[src/hw/rtl/stdmx_pkg.sv]
// ----------------------------------------------------------------------------
// Surround to stereo downmix package
// Shared item types, fixed-point formats and constants of the downmix.
// ----------------------------------------------------------------------------
package stdmx_pkg;

  localparam int NUM_LANES = 5;
  localparam int LANE_W = 3;

  localparam logic [LANE_W-1:0] LANE_FL = 3'd0;
  localparam logic [LANE_W-1:0] LANE_FR = 3'd1;
  localparam logic [LANE_W-1:0] LANE_C  = 3'd2;
  localparam logic [LANE_W-1:0] LANE_SL = 3'd3;
  localparam logic [LANE_W-1:0] LANE_SR = 3'd4;

  localparam int FRAC_BITS = 40;
  localparam int IN_LIMIT_LOG2 = 16;
  localparam int MAG_W = IN_LIMIT_LOG2 + FRAC_BITS + 1;
  localparam int FIX_W = MAG_W + 1;
  localparam int ACC_W = 62;
  localparam int MIX_SHIFT = 42;
  localparam int MIX_MAG_W = MIX_SHIFT + 1;
  localparam int PCM_SHIFT = 15;
  localparam int PROD_W = MIX_MAG_W + PCM_SHIFT;
  localparam int PCM_W = 16;

  localparam logic [MAG_W-1:0] IN_LIMIT = {1'b1, {(MAG_W-1){1'b0}}};
  localparam logic [7:0] EXP_SPECIAL = 8'hFF;
  localparam logic [7:0] K_BIAS = 8'd110;
  localparam logic [7:0] MAX_LSHIFT = 8'd33;
  localparam logic [7:0] MAX_RSHIFT = 8'd24;

  typedef logic signed [FIX_W-1:0] fix_t;
  typedef logic signed [ACC_W-1:0] acc_t;

  localparam acc_t MIX_ONE = acc_t'(1) <<< MIX_SHIFT;

  typedef struct packed {
    logic [31:0] front_left;
    logic [31:0] front_right;
    logic [31:0] center;
    logic [31:0] surround_left;
    logic [31:0] surround_right;
  } in_item_t;

  typedef struct packed {
    logic signed [PCM_W-1:0] left_sample;
    logic signed [PCM_W-1:0] right_sample;
  } out_item_t;

  typedef struct packed {
    logic                 neg;
    logic [MIX_MAG_W-1:0] mag;
  } mix_t;

endpackage

[src/hw/rtl/surround_to_stereo_s16_downmix.sv]
// ----------------------------------------------------------------------------
// Surround to stereo downmix, 16-bit output
// Mixes five single-precision channels to clamped stereo 16-bit PCM.
// ----------------------------------------------------------------------------
// The block takes one sample instant in every clock cycle and never raises
// busy. Each item's result appears on out_data with out_strobe high once it
// has passed the registers of the five conversion lanes, the merge and clamp
// stage and the output scaler, in that order. The receiver must take every
// result in the cycle that it is shown.
module surround_to_stereo_s16_downmix import stdmx_pkg::*; (
  input  logic      clk,
  input  logic      rst_n,
  input  logic      start,
  output logic      busy,
  input  in_item_t  in_data,
  output logic      out_strobe,
  output out_item_t out_data
);

  logic [31:0] lane_bits [NUM_LANES];
  fix_t        lane_fix  [NUM_LANES];
  mix_t        left_mix;
  mix_t        right_mix;
  logic [2:0]  vld_r;
  logic [2:0]  vld_nxt;

  assign busy = 1'b0;

  assign lane_bits[LANE_FL] = in_data.front_left;
  assign lane_bits[LANE_FR] = in_data.front_right;
  assign lane_bits[LANE_C]  = in_data.center;
  assign lane_bits[LANE_SL] = in_data.surround_left;
  assign lane_bits[LANE_SR] = in_data.surround_right;

  for (genvar i = 0; i < NUM_LANES; i++) begin : g_lane
    stdmx_lane u_lane (
      .clk     (clk),
      .bits_in (lane_bits[i]),
      .fix_r   (lane_fix[i])
    );
  end

  stdmx_merge u_merge (
    .clk      (clk),
    .lane_fix (lane_fix),
    .left_r   (left_mix),
    .right_r  (right_mix)
  );

  stdmx_scale u_scale (
    .clk       (clk),
    .left_mix  (left_mix),
    .right_mix (right_mix),
    .data_r    (out_data)
  );

  assign vld_nxt = {vld_r[1:0], start & ~busy};
  assign out_strobe = vld_r[2];

  always_ff @(posedge clk) begin
    if (!rst_n) begin
      vld_r <= '0;
    end else begin
      vld_r <= vld_nxt;
    end
  end

  a_latency: assert property (@(posedge clk) disable iff (!rst_n)
    (start && !busy) |-> ##3 out_strobe)
    else $error("accepted item did not produce a result after three cycles");

  a_range: assert property (@(posedge clk) disable iff (!rst_n)
    out_strobe |-> (out_data.left_sample != 16'sh8000 &&
                    out_data.right_sample != 16'sh8000))
    else $error("result sample outside the clamped range");

  a_sign: assert property (@(posedge clk) disable iff (!rst_n)
    (vld_r[1] && !left_mix.neg) |=> (out_data.left_sample >= 0))
    else $error("left result sign does not follow the mix");

endmodule

[src/hw/rtl/stdmx_lane.sv]
// ----------------------------------------------------------------------------
// Downmix input lane
// Converts one single-precision pattern to saturating signed fixed point.
// ----------------------------------------------------------------------------
module stdmx_lane import stdmx_pkg::*; (
  input  logic        clk,
  input  logic [31:0] bits_in,
  output fix_t        fix_r
);

  logic             sgn;
  logic [7:0]       ex;
  logic [22:0]      man;
  logic [23:0]      full;
  logic [7:0]       e_eff;
  logic [7:0]       lsh;
  logic [7:0]       rsh;
  logic [MAG_W-1:0] shl;
  logic [MAG_W-1:0] mag;
  fix_t             fix_nxt;

  always_comb begin
    sgn   = bits_in[31];
    ex    = bits_in[30:23];
    man   = bits_in[22:0];
    full  = {(ex != 8'd0), man};
    e_eff = (ex == 8'd0) ? 8'd1 : ex;
    lsh   = e_eff - K_BIAS;
    rsh   = K_BIAS - e_eff;
    shl   = {{(MAG_W-24){1'b0}}, full} << lsh[5:0];
    mag   = '0;
    if (ex == EXP_SPECIAL) begin
      mag = (man == 23'd0) ? IN_LIMIT : '0;
    end else if (e_eff >= K_BIAS) begin
      if (lsh > MAX_LSHIFT) begin
        mag = IN_LIMIT;
      end else begin
        mag = (shl > IN_LIMIT) ? IN_LIMIT : shl;
      end
    end else begin
      mag = (rsh >= MAX_RSHIFT) ? '0 : {{(MAG_W-24){1'b0}}, full >> rsh[4:0]};
    end
    fix_nxt = sgn ? -fix_t'({1'b0, mag}) : fix_t'({1'b0, mag});
  end

  always_ff @(posedge clk) begin
    fix_r <= fix_nxt;
  end

endmodule

[src/hw/rtl/stdmx_merge.sv]
// ----------------------------------------------------------------------------
// Downmix merge stage
// Combines the five lanes into left and right mixes and clamps them.
// ----------------------------------------------------------------------------
module stdmx_merge import stdmx_pkg::*; (
  input  logic clk,
  input  fix_t lane_fix [NUM_LANES],
  output mix_t left_r,
  output mix_t right_r
);

  acc_t sum_l;
  acc_t sum_r;
  acc_t ctr3;
  mix_t left_nxt;
  mix_t right_nxt;

  function automatic mix_t clamp_mix(input acc_t s);
    mix_t m;
    acc_t a;
    m.neg = (s < 0);
    a = m.neg ? -s : s;
    if (a > MIX_ONE) begin
      m.mag = MIX_ONE[MIX_MAG_W-1:0];
    end else begin
      m.mag = a[MIX_MAG_W-1:0];
    end
    return m;
  endfunction

  always_comb begin
    ctr3 = (acc_t'(lane_fix[LANE_C]) <<< 1) + acc_t'(lane_fix[LANE_C]);
    sum_l = (acc_t'(lane_fix[LANE_FL]) <<< 2) + ctr3 + (acc_t'(lane_fix[LANE_SL]) <<< 2);
    sum_r = (acc_t'(lane_fix[LANE_FR]) <<< 2) + ctr3 + (acc_t'(lane_fix[LANE_SR]) <<< 2);
    left_nxt = clamp_mix(sum_l);
    right_nxt = clamp_mix(sum_r);
  end

  always_ff @(posedge clk) begin
    left_r  <= left_nxt;
    right_r <= right_nxt;
  end

endmodule

[src/hw/rtl/stdmx_scale.sv]
// ----------------------------------------------------------------------------
// Downmix output scaler
// Scales the clamped mixes by 32767 and truncates them to 16-bit PCM.
// ----------------------------------------------------------------------------
module stdmx_scale import stdmx_pkg::*; (
  input  logic      clk,
  input  mix_t      left_mix,
  input  mix_t      right_mix,
  output out_item_t data_r
);

  out_item_t data_nxt;

  function automatic logic signed [PCM_W-1:0] to_pcm(input mix_t m);
    logic [PROD_W-1:0] prod;
    logic [PCM_W-1:0]  q;
    prod = {m.mag, {PCM_SHIFT{1'b0}}} - {{PCM_SHIFT{1'b0}}, m.mag};
    q = prod[PROD_W-1:MIX_SHIFT];
    return m.neg ? -q : q;
  endfunction

  always_comb begin
    data_nxt.left_sample  = to_pcm(left_mix);
    data_nxt.right_sample = to_pcm(right_mix);
  end

  always_ff @(posedge clk) begin
    data_r <= data_nxt;
  end

endmodule
[config.mk]
export PLATFORM = sky130hd
export DESIGN_NAME = surround_to_stereo_s16_downmix
export DESIGN_NICKNAME = d
export VERILOG_FILES = /design/src/hw/rtl/stdmx_pkg.sv /design/src/hw/rtl/surround_to_stereo_s16_downmix.sv /design/src/hw/rtl/stdmx_lane.sv /design/src/hw/rtl/stdmx_merge.sv /design/src/hw/rtl/stdmx_scale.sv
export SDC_FILE = /design/constraint.sdc
export NUM_CORES = 2
export LEC_CHECK = 0
export BUFFER_PORTS_ARGS = -buffer_cell sky130_fd_sc_hd__buf_4
export CAP_MARGIN = 20
export CORE_ASPECT_RATIO = 0.8
export CORE_UTILIZATION = 25
export DETAILED_ROUTE_END_ITERATION = 6
export PLACE_DENSITY = 0.46
export SYNTH_ARGS = -nofsm -noshare
export SYNTH_HDL_FRONTEND = slang
export SYNTH_SLANG_ARGS = --single-unit
export TNS_END_PERCENT = 50
[constraint.sdc]
create_clock -name clk -period 8.8 [get_ports clk]
set_clock_uncertainty 0.1 [all_clocks]
set_input_delay 1.76 -clock clk [delete_from_list [all_inputs] [get_ports clk]]
set_output_delay 1.76 -clock clk [all_outputs]
set_load 0.02 [all_outputs]
==> metrics <==
total congestion overflow 0; Area Growth Syn to Fin 29.0%; slowest CP cell a2111oi_4; Pleak 0.0349 uW; full die area 260000 um^2; Yosys top cell by area dfxtp_1; HP Class register to register; initial antenna violation count 15; initial DRC count 8541; syn nets around 9500; overall routing resource usage 0.229; global-route wire length before repair 464000 um; Post-synth EDFFs 0; Max Cap Viol 0; Worst VDD drop 0.000356 V; Synth Area per Inst around 7 um^2; Slew Viols, Final 0; worst hold slack approximately 330 ps; Crit path top cell by count a21o_1; antenna violation net count after detailed routing 0; Layout fillers 27600; clk slew on worst S/H paths 90 ps; Tightest Pin Transition ~1100 ps; CP startpoint kind register; clock root cell clkbuf_16; Pre-Repair DR Iteration Count 7; Netlist Area Pre-Place 64500 um^2; WL final around 310000 um; RSZ-0062 raised after global routing true; fin area 83300 um^2; Yosys cell types 129; H-Tree Depth 2; Clk pwr share 0.048; largest net degree at the start of global routing 61; Skew-Pair Late Insertion Delay 670 ps; area of placed instances approximately 80000 um^2; Residual DRC 3; Max Freq 107 MHz; crit path DAT 9810 ps; Die Span Y 456 um; Rel. slew slack 0.250; Cells after Synth about 9000; sequential element share of the synthesized area 0.128; switching share of power 0.502; io pins a little under 200; asr flop ratio synth 0; storage element area 8280 um^2; Via density 5.61; min Tclk post-route 9310 ps; violated checks DRC, setup timing; # clock sinks approximately 410; Yosys top cell area share 0.128; Ys Warns 0; Synth Flop Type dfxtp_1; vias in the first global route 71000; share of layout cells above drive strength 1 0.244; Final Wtd Congestion 0.959; Tot Pwr roughly 44000 uW; FF+latch count, synth 413; core area ~260000 um^2; die width 570 um; Rows 166; Req. time, crit path 9300 ps; sequential power share 0.055; ranking of synthesized cells by area dfxtp_1 13%, ha_1 7.2%, xnor2_1 5.7%; Tcrit/Tclk final 1.06; clock buffer depth 3; Starting Density 0.252; setup ws final -511 ps; footprint of the multi-input gates 54800 um^2; Vias 76500; Setup-failing EPs final 86; pwr dens 524 nW/um^2; CP Capture Type register; status complete, but fails checks; WL/cell 23.1 um; dominant cell by count in the synthesized netlist nand2_1; Fin. Hold Viols 0; CTS tree built; CP Class register to register; Final HPWL DP roughly 260000 um; Sw Pwr 21900 uW; final net count 10700; internal power component 21700 uW; Critical Path Max Stage Delay ~410 ps; combinational cell fraction of total power 0.897; top post-synthesis cells by count 971 x nand2_1, 833 x nor2_1, 730 x a21oi_1; worst-path maximum fanout 5; Port Buffers 195; total CTS buffers between 40 and 50
logic make-up (layout without fill, tap and decap cells):
group,after synthesis,in the layout,share of synthesized area
muxes,491,491,0.111
and+or+nand+nor,3228,3228,0.243
buffers and inverters,878,2079,0.0552
xor gates and xnor gates,603,603,0.0821
AOI/OAI and AO/OA,2987,2987,0.307
adders and majority gates,376,376,0.0734
other,1,5,0.0000581
DFF,413,413,0.128
sequential cells by signal, summed over array words and instances (netlist names):
register	flops
u_merge.right_r	44
u_merge.left_r	44
g_lane.u_lane.fix_r	290
vld_r	3
u_scale.data_r	32
layout by cell type (no fill, tap or decap), drive strengths merged, types with 98 or more instances in the layout:
master  count
nand2b    134
o21ai     605
nand2     972
buf      1686
nor2b      98
nor2      836
dfxtp     413
a31oi     167
a21oi     734
nor3      209
nand3     291
nand4     109
o211ai    104
inv       301
nor4      112
o22ai     103
xnor2     422
ha        369
xor2      181
mux4      173
a211oi    133
a21o      256
o31ai     101
mux2i     271
power groups by stage:
stage | clock network, uW | logic (uW) | registers [uW]
6_report | 2090 | 39100 | 2410
5_1_grt | 2230 | 42000 | 2420
4_1_cts | 2160 | 37400 | 2410
3_5_place_dp | 0 | 35700 | 2450
3_3_place_gp | 0 | 35800 | 2450
2_1_floorplan | 0 | 17800 | 2330
timing repair:
| item | in CTS | in global routing |
|---|---|---|
| buffers inserted | 49 | 26 |
| setup endpoints to repair | 86 | 86 |
| cloned | 5 | 5 |
| pin swaps | 142 | 130 |
| gates resized for setup | 251 | 175 |
| hold buffers | 0 | 0 |
layer usage:
layer  GRT usage  vias up  wire length, um
li1            -    35900                -
met1       0.345    36800           150000
met2       0.343     3421           134000
met3      0.0250      339            23600
met4      0.0512        0             7530
met5           0        -                0
cell type report:
cell class / count / share of cell area
multi-input cells: 7686 / 0.658
well taps: 3444 / 0.0518
diodes: 4 / 0.000120
repair buffers: 1692 / 0.158
flip-flops and latches: 413 / 0.0994
clock inverters: 30 / 0.00361
clock buffers: 57 / 0.0157
inverters: 300 / 0.0136
stage by stage:
step / instances / setup WS (ps) / utilization / TNS (ps)
global route: 13600 / -974 / 0.325 / -70000
global placement: 13500 / -1410 / 0.308 / -103580
finish: 13600 / -511 / 0.325 / -31410
floorplan: 8977 / 0.556 / - / 0
CTS: 13600 / -468 / 0.320 / -33810
detailed placement: 13500 / -1530 / 0.308 / -110580
worst paths after layout:
check / depth (start not counted) / to / slack [ps] / from
setup / recovery: 44 / u_merge.left_r[34] / -510 / g_lane[2].u_lane.fix_r[6]
hold / removal: 1 / vld_r[1] / 330 / vld_r[0]
setup reg to reg: 44 / u_merge.left_r[34] / -510 / g_lane[2].u_lane.fix_r[6]
hold reg to reg: 1 / vld_r[1] / 330 / vld_r[0]
worst max-delay path: cells and delay by family (launching register included):
kind,cells,cell delay (ps)
buffers and inverters,7,1050
adder cells (fa/ha/maj),3,790
flip-flops,1,350
XOR/XNOR,3,530
AND/OR/NAND/NOR,4,470
AO/OA/AOI/OAI,27,5930
Note: power is estimated with default switching activity, not from simulation.
